$ cat src/rtl/core/csm_pkg.sv
// Shared types and constants for the int8 cosine similarity match block.
// Used by csm_ctrl, csm_dp and the top level; depends on nothing else.
`default_nettype none

package csm_pkg;

    localparam int MAX_LENGTH_DEF = 128;
    localparam int ELEM_W         = 8;
    localparam int DIFF_W         = ELEM_W + 1;
    localparam int SCORE_W        = 16;
    localparam int FRAC_BITS      = 15;
    localparam int SCORE_MAX      = 32767;
    localparam int CFG_IDX_W      = 2;
    localparam int CFG_DATA_W     = 16;

    localparam logic [CFG_IDX_W-1:0] REG_IN_OFFSET       = 2'd0;
    localparam logic [CFG_IDX_W-1:0] REG_MATCH_THRESHOLD = 2'd1;

    localparam logic signed [ELEM_W-1:0]  IN_OFFSET_RESET  = 8'sd0;
    localparam logic signed [SCORE_W-1:0] THRESHOLD_RESET  = 16'sd19661;

    typedef enum logic [2:0] {
        S_IDLE,
        S_MAC_AB,
        S_MAC_AA,
        S_MAC_BB,
        S_PROD,
        S_SQRT,
        S_DIV,
        S_DONE
    } t_csm_state;

    typedef enum logic [1:0] {
        MUL_AB,
        MUL_AA,
        MUL_BB,
        MUL_NN
    } t_csm_mul;

    typedef struct packed {
        logic     load_in;
        t_csm_mul mul_sel;
        logic     acc_en;
        logic     prod_en;
        logic     sqrt_step;
        logic     rem_clr;
        logic     div_step;
        logic     out_load;
    } t_csm_ctl;

    typedef struct packed {
        logic last;
        logic zero_norm;
        logic out_free;
    } t_csm_stat;

endpackage

`default_nettype wire

$ cat src/rtl/core/int8_cosine_similarity_match.sv
// Top level of the int8 cosine similarity match block: configuration registers,
// sequencer and datapath. Depends on csm_pkg, csm_ctrl and csm_dp.
// An item without the last mark is accepted, then a*b, a*a and b*b are accumulated in turn.
// A last-marked item then forms the norm product and makes one root bit, then one quotient
// bit, per cycle; zero norms skip both. A result waits for a free output register. The score is
// offered from the next cycle. Synchronous active-low reset restores defaults and clears sums.
`default_nettype none

module int8_cosine_similarity_match
    import csm_pkg::*;
#(
    parameter int MAX_LENGTH = MAX_LENGTH_DEF
) (
    input  logic                      i_clk,
    input  logic                      i_rst_n,
    input  logic                      i_in_valid,
    output logic                      o_in_stall,
    input  logic signed [ELEM_W-1:0]  i_elem_a,
    input  logic signed [ELEM_W-1:0]  i_elem_b,
    input  logic                      i_last_element,
    output logic                      o_out_valid,
    input  logic                      i_out_stall,
    output logic signed [SCORE_W-1:0] o_score,
    output logic                      o_matched,
    output logic                      o_too_long,
    input  logic                      i_cfg_valid,
    output logic                      o_cfg_ready,
    input  logic [CFG_IDX_W-1:0]      i_cfg_index,
    input  logic [CFG_DATA_W-1:0]     i_cfg_data
);

    logic signed [ELEM_W-1:0]  r_in_offset;
    logic signed [SCORE_W-1:0] r_match_threshold;

    t_csm_ctl  ctl;
    t_csm_stat stat;

    assign o_cfg_ready = 1'b1;

    always_ff @(posedge i_clk) begin
        if (!i_rst_n) begin
            r_in_offset       <= IN_OFFSET_RESET;
            r_match_threshold <= THRESHOLD_RESET;
        end else if (i_cfg_valid && o_cfg_ready) begin
            case (i_cfg_index)
                REG_IN_OFFSET:       r_in_offset       <= i_cfg_data[ELEM_W-1:0];
                REG_MATCH_THRESHOLD: r_match_threshold <= i_cfg_data[SCORE_W-1:0];
                default:             r_in_offset       <= r_in_offset;
            endcase
        end
    end

    csm_ctrl #(
        .MAX_LENGTH(MAX_LENGTH)
    ) u_ctrl (
        .i_clk      (i_clk),
        .i_rst_n    (i_rst_n),
        .i_in_valid (i_in_valid),
        .o_in_stall (o_in_stall),
        .i_stat     (stat),
        .o_ctl      (ctl)
    );

    csm_dp #(
        .MAX_LENGTH(MAX_LENGTH)
    ) u_dp (
        .i_clk             (i_clk),
        .i_rst_n           (i_rst_n),
        .i_ctl             (ctl),
        .o_stat            (stat),
        .i_in_offset       (r_in_offset),
        .i_match_threshold (r_match_threshold),
        .i_elem_a          (i_elem_a),
        .i_elem_b          (i_elem_b),
        .i_last_element    (i_last_element),
        .i_out_stall       (i_out_stall),
        .o_out_valid       (o_out_valid),
        .o_score           (o_score),
        .o_matched         (o_matched),
        .o_too_long        (o_too_long)
    );

    // An accepted item keeps the block busy for at least the following cycle.
    a_busy_after_accept: assert property (@(posedge i_clk) disable iff (!i_rst_n)
        (i_in_valid && !o_in_stall) |=> o_in_stall)
        else $error("input not stalled after an accepted item");

    // A result is loaded only when the output register is free.
    a_load_when_free: assert property (@(posedge i_clk) disable iff (!i_rst_n)
        ctl.out_load |-> (!o_out_valid || !i_out_stall))
        else $error("result loaded over a pending item");

    // A new result appears only from a load in the cycle before.
    a_valid_from_load: assert property (@(posedge i_clk) disable iff (!i_rst_n)
        ctl.out_load |=> o_out_valid)
        else $error("loaded result not offered");

    a_rise_needs_load: assert property (@(posedge i_clk) disable iff (!i_rst_n)
        $rose(o_out_valid) |-> $past(ctl.out_load))
        else $error("output valid without a loaded result");

endmodule

`default_nettype wire

$ cat src/rtl/core/csm_ctrl.sv
// Sequencer for the cosine similarity match block: state machine and iteration counter.
// Depends on csm_pkg; drives the control struct of csm_dp.
`default_nettype none

module csm_ctrl
    import csm_pkg::*;
#(
    parameter int MAX_LENGTH = MAX_LENGTH_DEF
) (
    input  logic      i_clk,
    input  logic      i_rst_n,
    input  logic      i_in_valid,
    output logic      o_in_stall,
    input  t_csm_stat i_stat,
    output t_csm_ctl  o_ctl
);

    localparam int CNT_W  = $clog2(MAX_LENGTH + 1);
    localparam int NORM_W = 16 + CNT_W;
    localparam int NUM_W  = NORM_W + FRAC_BITS;
    localparam int ITER_W = $clog2(NUM_W);

    localparam logic [ITER_W-1:0] SQRT_LAST = ITER_W'(NORM_W - 1);
    localparam logic [ITER_W-1:0] DIV_LAST  = ITER_W'(NUM_W - 1);

    t_csm_state r_state, n_state;
    logic [ITER_W-1:0] r_iter, n_iter;

    always_ff @(posedge i_clk) begin
        if (!i_rst_n) begin
            r_state <= S_IDLE;
            r_iter  <= '0;
        end else begin
            r_state <= n_state;
            r_iter  <= n_iter;
        end
    end

    always_comb begin
        n_state = r_state;
        case (r_state)
            S_IDLE: begin
                if (i_in_valid) begin
                    n_state = S_MAC_AB;
                end
            end
            S_MAC_AB: n_state = S_MAC_AA;
            S_MAC_AA: n_state = S_MAC_BB;
            S_MAC_BB: begin
                n_state = i_stat.last ? S_PROD : S_IDLE;
            end
            S_PROD: begin
                n_state = i_stat.zero_norm ? S_DONE : S_SQRT;
            end
            S_SQRT: begin
                if (r_iter == SQRT_LAST) begin
                    n_state = S_DIV;
                end
            end
            S_DIV: begin
                if (r_iter == DIV_LAST) begin
                    n_state = S_DONE;
                end
            end
            S_DONE: begin
                if (i_stat.out_free) begin
                    n_state = S_IDLE;
                end
            end
            default: n_state = S_IDLE;
        endcase
    end

    always_comb begin
        n_iter = '0;
        case (r_state)
            S_SQRT: n_iter = (r_iter == SQRT_LAST) ? '0 : r_iter + 1'b1;
            S_DIV:  n_iter = (r_iter == DIV_LAST) ? '0 : r_iter + 1'b1;
            default: n_iter = '0;
        endcase
    end

    always_comb begin
        o_ctl      = '0;
        o_ctl.mul_sel = MUL_AB;
        o_in_stall = 1'b1;
        case (r_state)
            S_IDLE: begin
                o_in_stall    = 1'b0;
                o_ctl.load_in = i_in_valid;
            end
            S_MAC_AB: begin
                o_ctl.mul_sel = MUL_AB;
                o_ctl.acc_en  = 1'b1;
            end
            S_MAC_AA: begin
                o_ctl.mul_sel = MUL_AA;
                o_ctl.acc_en  = 1'b1;
            end
            S_MAC_BB: begin
                o_ctl.mul_sel = MUL_BB;
                o_ctl.acc_en  = 1'b1;
            end
            S_PROD: begin
                o_ctl.mul_sel = MUL_NN;
                o_ctl.prod_en = 1'b1;
            end
            S_SQRT: begin
                o_ctl.sqrt_step = 1'b1;
                o_ctl.rem_clr   = (r_iter == SQRT_LAST);
            end
            S_DIV:  o_ctl.div_step  = 1'b1;
            S_DONE: o_ctl.out_load  = i_stat.out_free;
            default: o_ctl = '0;
        endcase
    end

endmodule

`default_nettype wire

$ cat src/rtl/core/csm_dp.sv
// Datapath for the cosine similarity match block: accumulators, one shared multiplier,
// one shared subtractor for square root and division, and the output register. Uses csm_pkg.
`default_nettype none

module csm_dp
    import csm_pkg::*;
#(
    parameter int MAX_LENGTH = MAX_LENGTH_DEF
) (
    input  logic                      i_clk,
    input  logic                      i_rst_n,
    input  t_csm_ctl                  i_ctl,
    output t_csm_stat                 o_stat,
    input  logic signed [ELEM_W-1:0]  i_in_offset,
    input  logic signed [SCORE_W-1:0] i_match_threshold,
    input  logic signed [ELEM_W-1:0]  i_elem_a,
    input  logic signed [ELEM_W-1:0]  i_elem_b,
    input  logic                      i_last_element,
    input  logic                      i_out_stall,
    output logic                      o_out_valid,
    output logic signed [SCORE_W-1:0] o_score,
    output logic                      o_matched,
    output logic                      o_too_long
);

    localparam int CNT_W  = $clog2(MAX_LENGTH + 1);
    localparam int NORM_W = 16 + CNT_W;
    localparam int DOT_W  = NORM_W + 1;
    localparam int MUL_W  = NORM_W + 1;
    localparam int PROD_W = 2 * NORM_W;
    localparam int NUM_W  = NORM_W + FRAC_BITS;
    localparam int SUB_W  = NORM_W + 3;

    localparam logic [CNT_W-1:0] MAX_CNT = CNT_W'(MAX_LENGTH);

    logic signed [DIFF_W-1:0] r_a, r_b;
    logic                     r_last, r_active;
    logic signed [DOT_W-1:0]  r_dot;
    logic [NORM_W-1:0]        r_na, r_nb;
    logic [CNT_W-1:0]         r_cnt;
    logic                     r_ovf;
    logic [PROD_W-1:0]        r_prod;
    logic [NORM_W:0]          r_rem;
    logic [NORM_W-1:0]        r_root;
    logic [NUM_W-1:0]         r_num;
    logic                     r_neg, r_zero;
    logic                     r_out_valid;
    logic signed [SCORE_W-1:0] r_score;
    logic                     r_matched, r_too_long;

    logic signed [DIFF_W-1:0]  n_a, n_b;
    logic signed [MUL_W-1:0]   mul_x, mul_y;
    logic signed [2*MUL_W-1:0] mul_p;
    logic [SUB_W-1:0]          sub_x, sub_y;
    logic [SUB_W:0]            sub_d;
    logic                      sub_ge;
    logic                      zero_c, out_free;
    logic signed [DOT_W-1:0]   dot_abs;
    logic [SCORE_W-1:0]        q_low;
    logic signed [SCORE_W-1:0] score_c;

    assign n_a = DIFF_W'(i_elem_a) - DIFF_W'(i_in_offset);
    assign n_b = DIFF_W'(i_elem_b) - DIFF_W'(i_in_offset);

    always_comb begin
        case (i_ctl.mul_sel)
            MUL_AB: begin
                mul_x = MUL_W'(r_a);
                mul_y = MUL_W'(r_b);
            end
            MUL_AA: begin
                mul_x = MUL_W'(r_a);
                mul_y = MUL_W'(r_a);
            end
            MUL_BB: begin
                mul_x = MUL_W'(r_b);
                mul_y = MUL_W'(r_b);
            end
            MUL_NN: begin
                mul_x = {1'b0, r_na};
                mul_y = {1'b0, r_nb};
            end
            default: begin
                mul_x = '0;
                mul_y = '0;
            end
        endcase
    end

    assign mul_p = mul_x * mul_y;

    always_comb begin
        if (i_ctl.sqrt_step) begin
            sub_x = {r_rem, r_prod[PROD_W-1 -: 2]};
            sub_y = SUB_W'({r_root, 2'b01});
        end else begin
            sub_x = SUB_W'({r_rem[NORM_W-1:0], r_num[NUM_W-1]});
            sub_y = SUB_W'(r_root);
        end
    end

    assign sub_d  = {1'b0, sub_x} - {1'b0, sub_y};
    assign sub_ge = !sub_d[SUB_W];

    assign zero_c   = (r_na == '0) || (r_nb == '0);
    assign out_free = !r_out_valid || !i_out_stall;
    assign dot_abs  = r_dot[DOT_W-1] ? -r_dot : r_dot;

    assign q_low = r_num[SCORE_W-1:0];

    always_comb begin
        if (r_zero) begin
            score_c = '0;
        end else if (r_neg) begin
            if (r_num > NUM_W'(SCORE_MAX + 1)) begin
                score_c = {1'b1, {(SCORE_W-1){1'b0}}};
            end else begin
                score_c = SCORE_W'(~q_low + SCORE_W'(1));
            end
        end else begin
            if (r_num > NUM_W'(SCORE_MAX)) begin
                score_c = {1'b0, {(SCORE_W-1){1'b1}}};
            end else begin
                score_c = q_low;
            end
        end
    end

    always_ff @(posedge i_clk) begin
        if (!i_rst_n) begin
            r_dot       <= '0;
            r_na        <= '0;
            r_nb        <= '0;
            r_cnt       <= '0;
            r_ovf       <= 1'b0;
            r_out_valid <= 1'b0;
        end else begin
            if (i_ctl.out_load) begin
                r_dot <= '0;
                r_na  <= '0;
                r_nb  <= '0;
                r_cnt <= '0;
                r_ovf <= 1'b0;
            end else if (i_ctl.load_in) begin
                if (r_cnt < MAX_CNT) begin
                    r_cnt <= r_cnt + 1'b1;
                end else begin
                    r_ovf <= 1'b1;
                end
            end else if (i_ctl.acc_en && r_active) begin
                case (i_ctl.mul_sel)
                    MUL_AB:  r_dot <= r_dot + DOT_W'(mul_p);
                    MUL_AA:  r_na  <= r_na + mul_p[NORM_W-1:0];
                    MUL_BB:  r_nb  <= r_nb + mul_p[NORM_W-1:0];
                    default: r_dot <= r_dot;
                endcase
            end
            if (i_ctl.out_load) begin
                r_out_valid <= 1'b1;
            end else if (!i_out_stall) begin
                r_out_valid <= 1'b0;
            end
        end
    end

    // The square root remainder is dropped after the last root bit so that the
    // division starts from an empty partial remainder.
    always_ff @(posedge i_clk) begin
        if (i_ctl.load_in) begin
            r_a      <= n_a;
            r_b      <= n_b;
            r_last   <= i_last_element;
            r_active <= (r_cnt < MAX_CNT);
        end
        if (i_ctl.prod_en) begin
            r_prod <= mul_p[PROD_W-1:0];
            r_rem  <= '0;
            r_root <= '0;
            r_zero <= zero_c;
            r_neg  <= r_dot[DOT_W-1];
            r_num  <= {dot_abs[NORM_W-1:0], {FRAC_BITS{1'b0}}};
        end else if (i_ctl.sqrt_step) begin
            r_prod <= {r_prod[PROD_W-3:0], 2'b00};
            r_rem  <= i_ctl.rem_clr ? '0 : (sub_ge ? sub_d[NORM_W:0] : sub_x[NORM_W:0]);
            r_root <= {r_root[NORM_W-2:0], sub_ge};
        end else if (i_ctl.div_step) begin
            r_rem  <= {1'b0, sub_ge ? sub_d[NORM_W-1:0] : sub_x[NORM_W-1:0]};
            r_num  <= {r_num[NUM_W-2:0], sub_ge};
        end
        if (i_ctl.out_load) begin
            r_score    <= score_c;
            r_matched  <= (score_c >= i_match_threshold);
            r_too_long <= r_ovf;
        end
    end

    assign o_stat.last      = r_last;
    assign o_stat.zero_norm = zero_c;
    assign o_stat.out_free  = out_free;

    assign o_out_valid = r_out_valid;
    assign o_score     = r_score;
    assign o_matched   = r_matched;
    assign o_too_long  = r_too_long;

endmodule

`default_nettype wire

$ cat config.mk
export PLATFORM = sky130hd
export DESIGN_NAME = int8_cosine_similarity_match
export DESIGN_NICKNAME = d
export VERILOG_FILES = /design/src/rtl/core/csm_pkg.sv /design/src/rtl/core/int8_cosine_similarity_match.sv /design/src/rtl/core/csm_ctrl.sv /design/src/rtl/core/csm_dp.sv
export SDC_FILE = /design/constraint.sdc
export NUM_CORES = 2
export LEC_CHECK = 0
export ABC_AREA = 1
export CAP_MARGIN = 40
export CORE_UTILIZATION = 67
export CTS_CLUSTER_SIZE = 20
export DETAILED_ROUTE_END_ITERATION = 8
export DONT_BUFFER_PORTS = 1
export MAX_ROUTING_LAYER = met4
export PLACE_DENSITY = 0.94
export RECOVER_POWER = 25
export SLEW_MARGIN = 0
export SYNTH_ARGS = -nofsm -noshare
export SYNTH_HDL_FRONTEND = slang
export SYNTH_HIERARCHICAL = 1
export SYNTH_SLANG_ARGS = --single-unit
$ cat constraint.sdc
create_clock -name i_clk -period 11.1 [get_ports i_clk]
set_input_delay 2.22 -clock i_clk [delete_from_list [all_inputs] [get_ports i_clk]]
set_output_delay 2.22 -clock i_clk [all_outputs]
set_load 0.005 [all_outputs]
==> results.ini <==
[floorplanning]
initial_core_util = 0.682
die_y_um = 259
rows = 93
die_w_um = 259
coreArea_um2 = 64700
pin_count = 61
die_area_um2 = 66800

[finish]
drive_gt1_frac = 0.0393
diodes = 0
final_cells = 6737
design_area_um2 = 45900
area_growth_pct = 4.08
final_nets = 6816

[critical_path]
start_kind = register
crit_type = reg -> reg
critical_path.slowest_cell = o21a_1
crit_fanout = 14
crit_top_cell = inv_1
path_buf_inv = 11
reg2reg_setup_slack_ns = 0.63
max_stage_delay_ns = 0.69
end_kind = register
critical-path-top-delay-family = adder cells
cp_data_arrival_time_ns = 10.76
worstPathRequired_ns = 11.39

[sta]
min_period_ns = 10.47
hold_ws_ns = 0.463
setup_viol = 0
slew_viol_final = 157
tightest_slew_ns = 2.78
relSlewSlack = -0.852
fin_skew_ns = 0.0250
fmax_mhz = 95.5
period_share = 0.943
grt_setup_unrepaired = false
hold_violations = 0
tns_ns = 0

[grt]
groute.usage.overall = 0.425
grt_pass1_vias = 40300
grt_pass1_wl_um = 216000
use_met3 = 0.0801
grt-busiest-layer = met2
met1_usage = 0.554
use_met2 = 0.657
grt_overflow = 0
antenna_found_initial = 0
grt_max_degree = 66

[clocking]
cts_root_buf = clkbuf_16
cts-htree-levels = 1
clkTransAtPathRegs_ns = 0.07
insertion_delay_ns = 0.61
cts_tree = built
cts_buffers = 31
ctsLongestPathBuffers = 3
ctsHoldBuffers = 0
cts.sinks = 292

[placed_design]
place.gp.congestion = 1.05
dpl.hpwl_um = 110000
port_buffers = 0
place_inst = 6674
place_area_um2 = 44800

[job]
drv_cap = 3

[status]
violations = capacitance limit, slew limit
run_status = finished with violations

[detailed_routing]
dr.first_iter.drc_count = 4454
wl_um = 135000
via_per_inst = 5.92
routedWlPerCell_um = 20.1
drt_pass1_iterations = 7
drc = 0
postRouteAntennaNets = 0
vias = 39900

[yosys]
synth-edff-count = 112
synth_flop_cell = dfxtp_1
syn_avg_cell_area_um2 = 7.43
syn_area_um2 = 44100
yosysSeqAreaShare = 0.158
async_flop_share = 0
ys_types = 68
syn-num-nets = 6895
ys_seq_elements = 292
yosysWarnings = 6
synth_cells = 5936

[min_path]
holdCritPathClass = reg -> reg

-- synthesized netlist by cell type, types with 30 or more instances --
library cell	instances	share of area
a21oi_1	322	0.037
buf_2	88	0.010
clkbuf_1	70	0.0060
dfxtp_1	180	0.082
edfxtp_1	112	0.076
fa_1	646	0.29
ha_1	273	0.077
inv_1	1322	0.11
inv_2	30	0.0026
nand2_1	1391	0.12
nand3_1	231	0.026
nand4_1	94	0.013
nor2_1	498	0.042
nor3_1	53	0.0060
o21ai_0	206	0.023
o22ai_1	34	0.0048
xnor2_1	36	0.0072
xor2_1	65	0.013
-- final timing paths --
check,depth (start not counted),start,endpoint
setup / recovery,34,u_ctrl/r_state[0],u_dp/r_prod[47]
hold / removal,1,u_ctrl/r_iter[0],u_ctrl/r_iter[0]
setup reg to reg,34,u_ctrl/r_state[0],u_dp/r_prod[47]
hold reg to reg,1,u_ctrl/r_iter[0],u_ctrl/r_iter[0]
-- what timing repair did --
| action | in CTS | in global routing |
|---|---|---|
| resized for setup | 0 | 4 |
| setup buffers | 0 | 2 |
| setup endpoints to repair | 0 | 11 |
-- registers in the layout (all words and copies together), names as in the netlist, 16 cells and up --
name / count
r_match_threshold: 16
u_dp/o_score: 16
u_dp/r_dot: 25
u_dp/r_na: 24
u_dp/r_nb: 24
u_dp/r_num: 39
u_dp/r_prod: 48
u_dp/r_rem: 25
u_dp/r_root: 24
-- logic make-up after synthesis --
family,synth area share
flip-flops,0.158
buffers and inverters,0.137
AO/OA/AOI/OAI,0.0884
AND/OR/NAND/NOR,0.226
XOR/XNOR,0.0204
other,0.0000850
adder cells (fa/ha/maj),0.371
-- metal layers --
metal / wire length [um] / vias up
met1: 52700 / 19100
met3: 14600 / 488
met2: 61500 / 2273
met4: 6630 / 0
li1: - / 18000
met5: 0 / -
-- per-stage QoR --
step                setup WS [ns]  utilization
floorplan                    2.64            -
global placement            0.919        0.691
detailed placement          0.706        0.693
CTS                         0.638        0.709
global route                0.141        0.709
finish                      0.632        0.709
-- layout by cell type (no fill, tap or decap), drive strengths merged, types with 24 or more instances in the layout --
cell type / instances
a21oi: 332
buf: 72
fa: 646
edfxtp: 112
nand3: 240
o22ai: 34
nor4: 25
nand2: 1402
dfxtp: 180
clkbuf: 45
inv: 1358
nor3: 55
nor2: 512
o21bai: 24
nand4: 94
o21ai: 220
ha: 273
xor2: 66
xnor2: 36
and2: 27
-- cell type report --
class,instances,area (um2)
Timing Repair Buffer,77,634
Sequential cell,292,6970
Tap cell,855,1070
Fill cell,5158,18800
Multi-Input combinational cell,4101,31100
Clock buffer,40,881
Clock inverter,18,173
Inverter,1354,5090
Power is left out: the tool's default activity adds up to more than one toggle a clock period on the data nets, which glitch-free logic cannot reach.
